==> config.mk <==
export PLATFORM = sky130hd
export DESIGN_NAME = base64_codec
export DESIGN_NICKNAME = d
export VERILOG_FILES = /design/src/rtl/b64_pkg.sv /design/src/rtl/b64_front.sv /design/src/rtl/b64_queue.sv /design/src/rtl/b64_back.sv /design/src/rtl/base64_codec.sv
export SDC_FILE = /design/constraint.sdc
export NUM_CORES = 1
export LEC_CHECK = 0
export BUFFER_PORTS_ARGS = -buffer_cell sky130_fd_sc_hd__buf_2
export CORE_UTILIZATION = 35
export DETAILED_ROUTE_END_ITERATION = 16
export GPL_ROUTABILITY_DRIVEN = 0
export HOLD_SLACK_MARGIN = 0.12
export MAX_ROUTING_LAYER = met4
export PLACE_DENSITY = 0.62
export REMOVE_ABC_BUFFERS = 1
export SLEW_MARGIN = 15
export SYNTH_ARGS = -nofsm -noshare
export SYNTH_HDL_FRONTEND = slang
export SYNTH_HIERARCHICAL = 1
export SYNTH_SLANG_ARGS = --single-unit
export TNS_END_PERCENT = 50
==> constraint.sdc <==
create_clock -name clk -period 7.31 [get_ports clk]
set_input_delay 1.0965 -clock clk [delete_from_list [all_inputs] [get_ports clk]]
set_output_delay 1.0965 -clock clk [all_outputs]
set_load 0.02 [all_outputs]
==> src/rtl/b64_pkg.sv <==
// ----------------------------------------------------------------------------
// b64_pkg
// Shared types, register codes and alphabet functions of the base64 codec.
// ----------------------------------------------------------------------------
`default_nettype none

package b64_pkg;

	// register map
	localparam int unsigned ADDR_W   = 3;
	localparam logic        REG_MODE = 1'b0;   // word index of the mode register

	// mode codes
	localparam logic MODE_ENC = 1'b0;
	localparam logic MODE_DEC = 1'b1;

	// job queue between front and back
	localparam int unsigned QDEPTH = 2;
	localparam int unsigned QPTR_W = (QDEPTH > 1) ? $clog2(QDEPTH) : 1;
	localparam int unsigned QCNT_W = $clog2(QDEPTH + 1);

	localparam logic [7:0] CHAR_PAD = 8'h3D;   // '='

	// one job: up to four results that share flags
	typedef struct packed {
		logic [1:0]      n_m1;   // number of results minus one
		logic [3:0][7:0] data;   // result bytes, entry 0 first
		logic            has;
		logic            bad;
		logic            last;   // final result of the job ends the message
	} b64_job_t;

	// decoded character
	typedef struct packed {
		logic       ok;
		logic       pad;
		logic [5:0] val;
	} b64_dec_t;

	// 6-bit value to alphabet character
	function automatic logic [7:0] enc_char(input logic [5:0] v);
		logic [7:0] c;
		if (v < 6'd26) begin
			c = 8'h41 + {2'b00, v};
		end else if (v < 6'd52) begin
			c = 8'h61 + {2'b00, v} - 8'd26;
		end else if (v < 6'd62) begin
			c = 8'h30 + {2'b00, v} - 8'd52;
		end else if (v == 6'd62) begin
			c = 8'h2B;
		end else begin
			c = 8'h2F;
		end
		return c;
	endfunction

	// alphabet character to 6-bit value, pad mark or invalid
	function automatic b64_dec_t dec_char(input logic [7:0] c);
		b64_dec_t d;
		d = '0;
		if (c >= 8'h41 && c <= 8'h5A) begin
			d.ok  = 1'b1;
			d.val = 6'(c - 8'h41);
		end else if (c >= 8'h61 && c <= 8'h7A) begin
			d.ok  = 1'b1;
			d.val = 6'(c - 8'h61 + 8'd26);
		end else if (c >= 8'h30 && c <= 8'h39) begin
			d.ok  = 1'b1;
			d.val = 6'(c - 8'h30 + 8'd52);
		end else if (c == 8'h2B) begin
			d.ok  = 1'b1;
			d.val = 6'd62;
		end else if (c == 8'h2F) begin
			d.ok  = 1'b1;
			d.val = 6'd63;
		end else if (c == CHAR_PAD) begin
			d.ok  = 1'b1;
			d.pad = 1'b1;
		end
		return d;
	endfunction

endpackage

`default_nettype wire

==> src/rtl/b64_front.sv <==
// ----------------------------------------------------------------------------
// b64_front
// Takes input requests, tracks the group state and builds one job per request
// that yields results.
// ----------------------------------------------------------------------------
`default_nettype none

module b64_front (
	input  wire logic             clk,
	input  wire logic             arst_n,
	input  wire logic             mode,
	input  wire logic             accept,
	input  wire logic [7:0]       data_byte,
	input  wire logic             last_byte,
	output b64_pkg::b64_job_t     job,
	output logic                  job_push
);
	import b64_pkg::*;

	logic [23:0] gb_q;
	logic [1:0]  gc_q;
	logic        tip_q;
	logic        disc_q;

	logic [23:0] gb_d;
	logic [1:0]  gc_d;
	logic        tip_d;
	logic        disc_d;

	logic [1:0]  ecnt;
	logic [1:0]  ecnt1;
	logic [23:0] ebits;
	b64_dec_t    dv;
	logic [23:0] dbits;

	// classify the request and build its job
	always_comb begin
		job      = '0;
		job_push = 1'b0;
		gb_d     = gb_q;
		gc_d     = gc_q;
		tip_d    = tip_q;
		disc_d   = disc_q;
		ecnt     = (gc_q == 2'd3) ? 2'd0 : gc_q;
		ecnt1    = ecnt + 2'd1;
		ebits    = {gb_q[15:0], data_byte};
		dv       = dec_char(data_byte);
		dbits    = {gb_q[17:0], dv.val};
		if (mode == MODE_ENC) begin
			gb_d = ebits;
			gc_d = (ecnt1 == 2'd3) ? 2'd0 : ecnt1;
			job.has  = 1'b1;
			job.n_m1 = 2'd3;
			if (ecnt1 == 2'd3) begin
				// full group of three bytes
				job_push    = 1'b1;
				job.data[0] = enc_char(ebits[23:18]);
				job.data[1] = enc_char(ebits[17:12]);
				job.data[2] = enc_char(ebits[11:6]);
				job.data[3] = enc_char(ebits[5:0]);
			end else if (last_byte) begin
				// padded remainder group
				job_push = 1'b1;
				if (ecnt1 == 2'd1) begin
					job.data[0] = enc_char(data_byte[7:2]);
					job.data[1] = enc_char({data_byte[1:0], 4'd0});
					job.data[2] = CHAR_PAD;
					job.data[3] = CHAR_PAD;
				end else begin
					job.data[0] = enc_char(gb_q[7:2]);
					job.data[1] = enc_char({gb_q[1:0], data_byte[7:4]});
					job.data[2] = enc_char({data_byte[3:0], 2'd0});
					job.data[3] = CHAR_PAD;
				end
			end
			if (last_byte) begin
				job.last = 1'b1;
				gb_d     = '0;
				gc_d     = '0;
				tip_d    = 1'b0;
				disc_d   = 1'b0;
			end
		end else if (disc_q) begin
			// dropping the rest of a bad message
			if (last_byte) begin
				job_push = 1'b1;
				job.last = 1'b1;
				gb_d     = '0;
				gc_d     = '0;
				tip_d    = 1'b0;
				disc_d   = 1'b0;
			end
		end else if (!dv.ok) begin
			// character outside the alphabet
			job_push = 1'b1;
			job.bad  = 1'b1;
			job.last = last_byte;
			gb_d     = '0;
			gc_d     = '0;
			tip_d    = 1'b0;
			disc_d   = !last_byte;
		end else begin
			gb_d = dbits;
			if (gc_q == 2'd2) begin
				tip_d = dv.pad;
			end
			if (gc_q == 2'd3) begin
				// complete group of four characters
				job_push    = 1'b1;
				job.has     = 1'b1;
				job.n_m1    = {1'b0, !tip_q} + {1'b0, !dv.pad};
				job.data[0] = dbits[23:16];
				if (tip_q) begin
					job.data[1] = dbits[7:0];
				end else begin
					job.data[1] = dbits[15:8];
					job.data[2] = dbits[7:0];
				end
				gc_d  = 2'd0;
				tip_d = 1'b0;
			end else begin
				gc_d = gc_q + 2'd1;
			end
			if (last_byte) begin
				// incomplete group is dropped, a bare end marker stands in
				job_push = 1'b1;
				job.last = 1'b1;
				gb_d     = '0;
				gc_d     = '0;
				tip_d    = 1'b0;
				disc_d   = 1'b0;
			end
		end
		if (!accept) begin
			job_push = 1'b0;
		end
	end

	// group state
	always_ff @(posedge clk or negedge arst_n) begin
		if (!arst_n) begin
			gb_q   <= '0;
			gc_q   <= '0;
			tip_q  <= 1'b0;
			disc_q <= 1'b0;
		end else if (accept) begin
			gb_q   <= gb_d;
			gc_q   <= gc_d;
			tip_q  <= tip_d;
			disc_q <= disc_d;
		end
	end

endmodule

`default_nettype wire

==> src/rtl/b64_queue.sv <==
// ----------------------------------------------------------------------------
// b64_queue
// Short job queue that parts the front from the back.
// ----------------------------------------------------------------------------
`default_nettype none

module b64_queue (
	input  wire logic              clk,
	input  wire logic              arst_n,
	input  wire logic              wr_en,
	input  wire b64_pkg::b64_job_t wr_job,
	input  wire logic              rd_en,
	output b64_pkg::b64_job_t      rd_job,
	output logic                   q_full,
	output logic                   q_valid
);
	import b64_pkg::*;

	b64_job_t          mem_q [QDEPTH];
	logic [QPTR_W-1:0] wr_ptr_q;
	logic [QPTR_W-1:0] rd_ptr_q;
	logic [QCNT_W-1:0] cnt_q;

	assign q_full  = (cnt_q == QCNT_W'(QDEPTH));
	assign q_valid = (cnt_q != '0);
	assign rd_job  = mem_q[rd_ptr_q];

	// storage
	always_ff @(posedge clk) begin
		if (wr_en) begin
			mem_q[wr_ptr_q] <= wr_job;
		end
	end

	// pointers and fill count
	always_ff @(posedge clk or negedge arst_n) begin
		if (!arst_n) begin
			wr_ptr_q <= '0;
			rd_ptr_q <= '0;
			cnt_q    <= '0;
		end else begin
			if (wr_en) begin
				wr_ptr_q <= (wr_ptr_q == QPTR_W'(QDEPTH - 1)) ? '0 : wr_ptr_q + QPTR_W'(1);
			end
			if (rd_en) begin
				rd_ptr_q <= (rd_ptr_q == QPTR_W'(QDEPTH - 1)) ? '0 : rd_ptr_q + QPTR_W'(1);
			end
			if (wr_en && !rd_en) begin
				cnt_q <= cnt_q + QCNT_W'(1);
			end else if (rd_en && !wr_en) begin
				cnt_q <= cnt_q - QCNT_W'(1);
			end
		end
	end

endmodule

`default_nettype wire

==> src/rtl/b64_back.sv <==
// ----------------------------------------------------------------------------
// b64_back
// Holds the current job and hands out its results one per cycle while pop is held.
// ----------------------------------------------------------------------------
`default_nettype none

module b64_back (
	input  wire logic              clk,
	input  wire logic              arst_n,
	input  wire logic              q_valid,
	input  wire b64_pkg::b64_job_t q_job,
	output logic                   q_pop,
	input  wire logic              pop,
	output logic                   empty,
	output logic [7:0]             out_byte,
	output logic                   has_byte,
	output logic                   bad_char,
	output logic                   out_last
);
	import b64_pkg::*;

	b64_job_t   cur_q;
	logic       cur_valid_q;
	logic [1:0] idx_q;
	logic       take;
	logic       job_done;

	assign take     = pop && cur_valid_q;
	assign job_done = take && (idx_q == cur_q.n_m1);
	assign q_pop    = q_valid && (!cur_valid_q || job_done);

	// current result
	assign empty    = !cur_valid_q;
	assign out_byte = cur_q.has ? cur_q.data[idx_q] : 8'd0;
	assign has_byte = cur_q.has;
	assign bad_char = cur_q.bad;
	assign out_last = cur_q.last && (idx_q == cur_q.n_m1);

	// job register and result index
	always_ff @(posedge clk or negedge arst_n) begin
		if (!arst_n) begin
			cur_valid_q <= 1'b0;
			idx_q       <= '0;
		end else if (q_pop) begin
			cur_valid_q <= 1'b1;
			idx_q       <= '0;
		end else if (job_done) begin
			cur_valid_q <= 1'b0;
			idx_q       <= '0;
		end else if (take) begin
			idx_q <= idx_q + 2'd1;
		end
	end

	always_ff @(posedge clk) begin
		if (q_pop) begin
			cur_q <= q_job;
		end
	end

	// index never runs past the job
	a_idx_range: assert property (@(posedge clk) disable iff (!arst_n)
		cur_valid_q |-> idx_q <= cur_q.n_m1)
		else $error("result index beyond job length");

	// a taken result that does not end its job moves to the next one
	a_idx_step: assert property (@(posedge clk) disable iff (!arst_n)
		(take && !job_done) |=> (cur_valid_q && idx_q == $past(idx_q) + 2'd1))
		else $error("result index did not advance");

	// a bare marker only ends a message
	a_marker_last: assert property (@(posedge clk) disable iff (!arst_n)
		(!empty && !has_byte && !bad_char) |-> out_last)
		else $error("bare marker without end of message");

	// the queue is drained only into a free job register
	a_load_free: assert property (@(posedge clk) disable iff (!arst_n)
		(q_pop && cur_valid_q) |-> job_done)
		else $error("job loaded over a pending job");

endmodule

`default_nettype wire

==> src/rtl/base64_codec.sv <==
// Path: the front builds the job from an accepted input request, the queue holds it,
// and the back loads it into its job register and shows it on the result ports.
// Throughput: one input request per cycle while the job queue has room, one
// result per cycle out of the back while pop is held; encode gives four results per three bytes.
// Reset: arst_n clears the mode to encode, the group state and the job queue.
// ----------------------------------------------------------------------------
// base64_codec
// Streaming base64 encoder and decoder with the standard alphabet.
// ----------------------------------------------------------------------------
`default_nettype none

module base64_codec (
	input  wire logic                      clk,
	input  wire logic                      arst_n,
	input  wire logic                      psel,
	input  wire logic                      penable,
	input  wire logic                      pwrite,
	input  wire logic [b64_pkg::ADDR_W-1:0] paddr,
	input  wire logic [31:0]               pwdata,
	output logic      [31:0]               prdata,
	output logic                           pready,
	input  wire logic                      push,
	output logic                           full,
	input  wire logic [7:0]                data_byte,
	input  wire logic                      last_byte,
	output logic                           empty,
	input  wire logic                      pop,
	output logic      [7:0]                out_byte,
	output logic                           has_byte,
	output logic                           bad_char,
	output logic                           out_last
);
	import b64_pkg::*;

	logic     mode_q;
	logic     accept;
	b64_job_t f_job;
	logic     f_push;
	b64_job_t q_job;
	logic     q_pop;
	logic     q_valid;

	// configuration register
	assign pready = 1'b1;
	assign prdata = (paddr[ADDR_W-1] == REG_MODE) ? {31'd0, mode_q} : 32'd0;

	always_ff @(posedge clk or negedge arst_n) begin
		if (!arst_n) begin
			mode_q <= MODE_ENC;
		end else if (psel && penable && pwrite && paddr[ADDR_W-1] == REG_MODE) begin
			mode_q <= pwdata[0];
		end
	end

	assign accept = push && !full;

	b64_front u_front (
		.clk       (clk),
		.arst_n    (arst_n),
		.mode      (mode_q),
		.accept    (accept),
		.data_byte (data_byte),
		.last_byte (last_byte),
		.job       (f_job),
		.job_push  (f_push)
	);

	b64_queue u_queue (
		.clk     (clk),
		.arst_n  (arst_n),
		.wr_en   (f_push),
		.wr_job  (f_job),
		.rd_en   (q_pop),
		.rd_job  (q_job),
		.q_full  (full),
		.q_valid (q_valid)
	);

	b64_back u_back (
		.clk      (clk),
		.arst_n   (arst_n),
		.q_valid  (q_valid),
		.q_job    (q_job),
		.q_pop    (q_pop),
		.pop      (pop),
		.empty    (empty),
		.out_byte (out_byte),
		.has_byte (has_byte),
		.bad_char (bad_char),
		.out_last (out_last)
	);

endmodule

`default_nettype wire

==> metrics.md <==
| Metric | Value |
|---|---|
| Status | `finished, final reports clean` |
| Mux cell area share after synthesis | `7.46%` |
| Post-synthesis xor/xnor area fraction | `2.10%` |
| Most common cell after layout, fill and taps aside | `edfxtp_1` |
| First-pass DRT Iterations | `5` |
| Synth cell types | `90` |
| M1 wire length | `12.3 mm` |
| Io pins | `97` |
| Dpl cells | `1375` |
| First-pass GRT wire length | `42.6 mm` |
| Clock buffer depth | `2` |
| CTS tree | `done` |
| Largest net degree at the start of global routing | `40` |
| Met3 wire length | `2.21 mm` |
| Routed len/inst | `19.5 um` |
| Post-CTS Setup Bufs | `0` |
| Max-cap violations | `0` |
| Initial antenna violation count | `1` |
| Synth Area in Adders | `5.37%` |
| Post-route ant nets | `0` |
| Full die area | `29300 um2` |
| GRT overflow | `0` |
| Avg Inst Size Synth | `9.69 um2` |
| Yosys top cell area share | `33.3%` |
| Synth area leader | `edfxtp_1` |
| Layout fillers | `2763` |
| Final #Nets | `1110` |
| Total GRT Usage | `19.5%` |
| Final Cycle Share | `67.2%` |
| RSZ-0062 raised after global routing | `no` |
| CP endpoint kind | `flip-flop` |
| Vias/cell | `5.86` |
| Die width | `171 um` |
| Post-Synth Simple-Gate Area | `15.3%` |
| WP data arrival | `4.94 ns` |
| 1st-iter DRT viols | `1118` |
| Area growth syn-to-layout | `8.51%` |
| Pwr Density | `400 nW/um2` |
| Starting density of the core | `35.8%` |
| Hold Buf Count CTS | `0` |
| Setup_tns | `0 ns` |
| Die height | `171 um` |
| Async set or reset register ratio after synthesis | `21.3%` |
| FP Rows | `61` |
| Wirelength, routed | `27.5 mm` |
| Final Hold Violating Endpoints | `0` |
| Crit path kind | `in -> reg` |
| Most frequent cells in the layout | `111 x edfxtp_1, 82 x a21oi_1, 77 x o21ai_0` |
| Port Buffer Count | `31` |
| Cell Area, Synth | `10000 um2` |
| Main combinational cell family by area after synthesis | `compound AO/OA/AOI/OAI gates` |
| Syn Inst Count | `1034` |
| Fmax | `204 MHz` |
| Tmin final | `4.91 ns` |
| Worst Path Max Fanout | `37` |
| Main synth FF type | `edfxtp_1` |
| Slew Limit Fails | `0` |
| Synth top area cells | `edfxtp_1 33%, dfrtp_1 7.5%, ha_1 5.4%, a21oi_1 4.1%, o21ai_0 3.8%` |
| CTS resizes | `0` |
| CTS Buf Count | `17` |
| VDD IR max | `0.182 mV` |
| WP data required | `7.34 ns` |
| Total number of vias | `8250` |
| CP startpoint kind | `primary input` |
| Sink Count | `141` |
| Hold crit path type | `reg -> reg` |
| CTS Root Cell | `clkbuf_16` |
| Finished Layout Cells | `1408` |
| Ys Warns | `6` |
| Synth Area in Compound Gates | `21.8%` |
| Ratio of cells with drive above 1 in the final layout | `13.2%` |
| Least-Margin Pin Slew | `1.10 ns` |
| Skew-Pair Late Insertion Delay | `0.42 ns` |
| Setup violators final | `0` |
| #FFs+latches synth | `141` |
| Slew margin rel. | `26.2%` |
| Drt drc | `0` |
| Pleak | `4.00 nW` |
| Worst clock skew | `0.0118 ns` |
| Post-synth EDFFs | `111` |
| Core area | `28000 um2` |
| DR WL met2 | `12.5 mm` |
| DP HPWL | `19.3 mm` |
| Clk pin slew, worst setup/hold paths | `0.07 ns` |
| Vias in the first global route | `7318` |
| CTS H-tree lvls | `4` |
| Seq/Total Area, Yosys | `40.7%` |
| Top layer in use | `met4` |
## metrics by stage
step                      hold WS (ns)  instance area (um2)  worst slack, ns  utilization, %  power, mW
after floorplan                  0.447                 9560             2.16               -       2.80
after global placement           0.463                10300             2.03            36.6       3.40
after detailed placement         0.487                10300             2.01            36.6       3.42
after CTS                        0.500                10900             2.43            38.8       4.32
after global routing             0.520                10900             2.06            38.8       4.59
final                            0.493                10900             2.40            38.8       4.35
## critical path: stages
cell	delay, ns
buf_2	0.38
clkinv_1	0.47
ha_1	0.43
o2111a_1	0.16
or3_4	0.42
and2_1	0.17
nor3_1	0.33
o22ai_1	0.14
a21oi_1	0.34
nor2b_4	0.97
## layout make-up
| cell class | count | area [um2] | area share, % |
|---|---|---|---|
| Timing Repair Buffer | 38 | 208 | 1.91 |
| Sequential cell | 141 | 4090 | 37.6 |
| Inverter | 36 | 135 | 1.24 |
| Multi-Input combinational cell | 782 | 5350 | 49.2 |
| Clock inverter | 13 | 179 | 1.64 |
| Clock buffer | 19 | 443 | 4.07 |
| Antenna cell | 1 | 2.50 | 0.0230 |
| Tap cell | 378 | 473 | 4.35 |
## metal layers
metal,track usage [%],vias to the layer above
li1,-,3816
met3,2.62,36
met5,-,-
met4,5.78,0
met1,27.4,3979
met2,29.3,419
## logic make-up (layout without fill, tap and decap cells)
family | count (synthesis) | count (layout)
xor gates and xnor gates | 24 | 24
muxes | 51 | 51
buffers and inverters | 141 | 106
adders and majority gates | 43 | 43
AOI/OAI and AO/OA | 326 | 326
other | 2 | 33
and+or+nand+nor | 306 | 306
DFF | 141 | 141
## registers in the layout, indices dropped and copies added, names as in the netlist
name / flops
u_queue/mem_q: 74
u_back/cur_q: 35
u_front/gb_q: 18
u_back/idx_q: 2
u_front/gc_q: 2
u_queue/cnt_q: 2
mode_q: 1
u_back/bad_char: 1
u_back/cur_valid_q: 1
u_back/has_byte: 1
u_front/disc_q: 1
u_front/tip_q: 1
u_queue/rd_ptr_q: 1
u_queue/wr_ptr_q: 1
## power by group
group,switching [mW],leakage (nW),internal (mW)
registers,0.311,1.39,1.24
clock network,0.333,0.301,0.554
logic,1.17,2.31,0.734
## worst paths after layout
| kind | from | endpoint | slack [ns] | depth (start not counted) |
|---|---|---|---|---|
| max | data_byte[4] | u_queue/mem_q[0][23] | 2.40 | 10 |
| min | u_queue/cnt_q[1] | u_queue/cnt_q[1] | 0.49 | 1 |
| max reg2reg | u_front/gb_q[1] | u_queue/mem_q[0][12] | 3.77 | 8 |
| min reg2reg | u_queue/cnt_q[1] | u_queue/cnt_q[1] | 0.49 | 1 |
| max in group asynchronous | arst_n | u_queue/rd_ptr_q | 6.00 | 1 |
| min in group asynchronous | arst_n | u_front/gb_q[15] | 0.75 | 1 |
## synth_stat cells (11+ instances only)
library cell	n
a211oi_1	13
a21o_1	12
a21oi_1	82
a221oi_1	17
a31oi_1	14
and2_1	15
buf_4	33
clkbuf_1	57
dfrtp_1	30
edfxtp_1	111
ha_1	43
inv_1	34
mux2_2	17
mux2_4	20
nand2_1	74
nand2b_1	15
nand3_1	33
nor2_1	64
nor2b_1	16
nor3_1	44
o21ai_0	77
o31ai_1	11
xnor2_1	16
No activity file was read; power rests on OpenSTA's default activity.
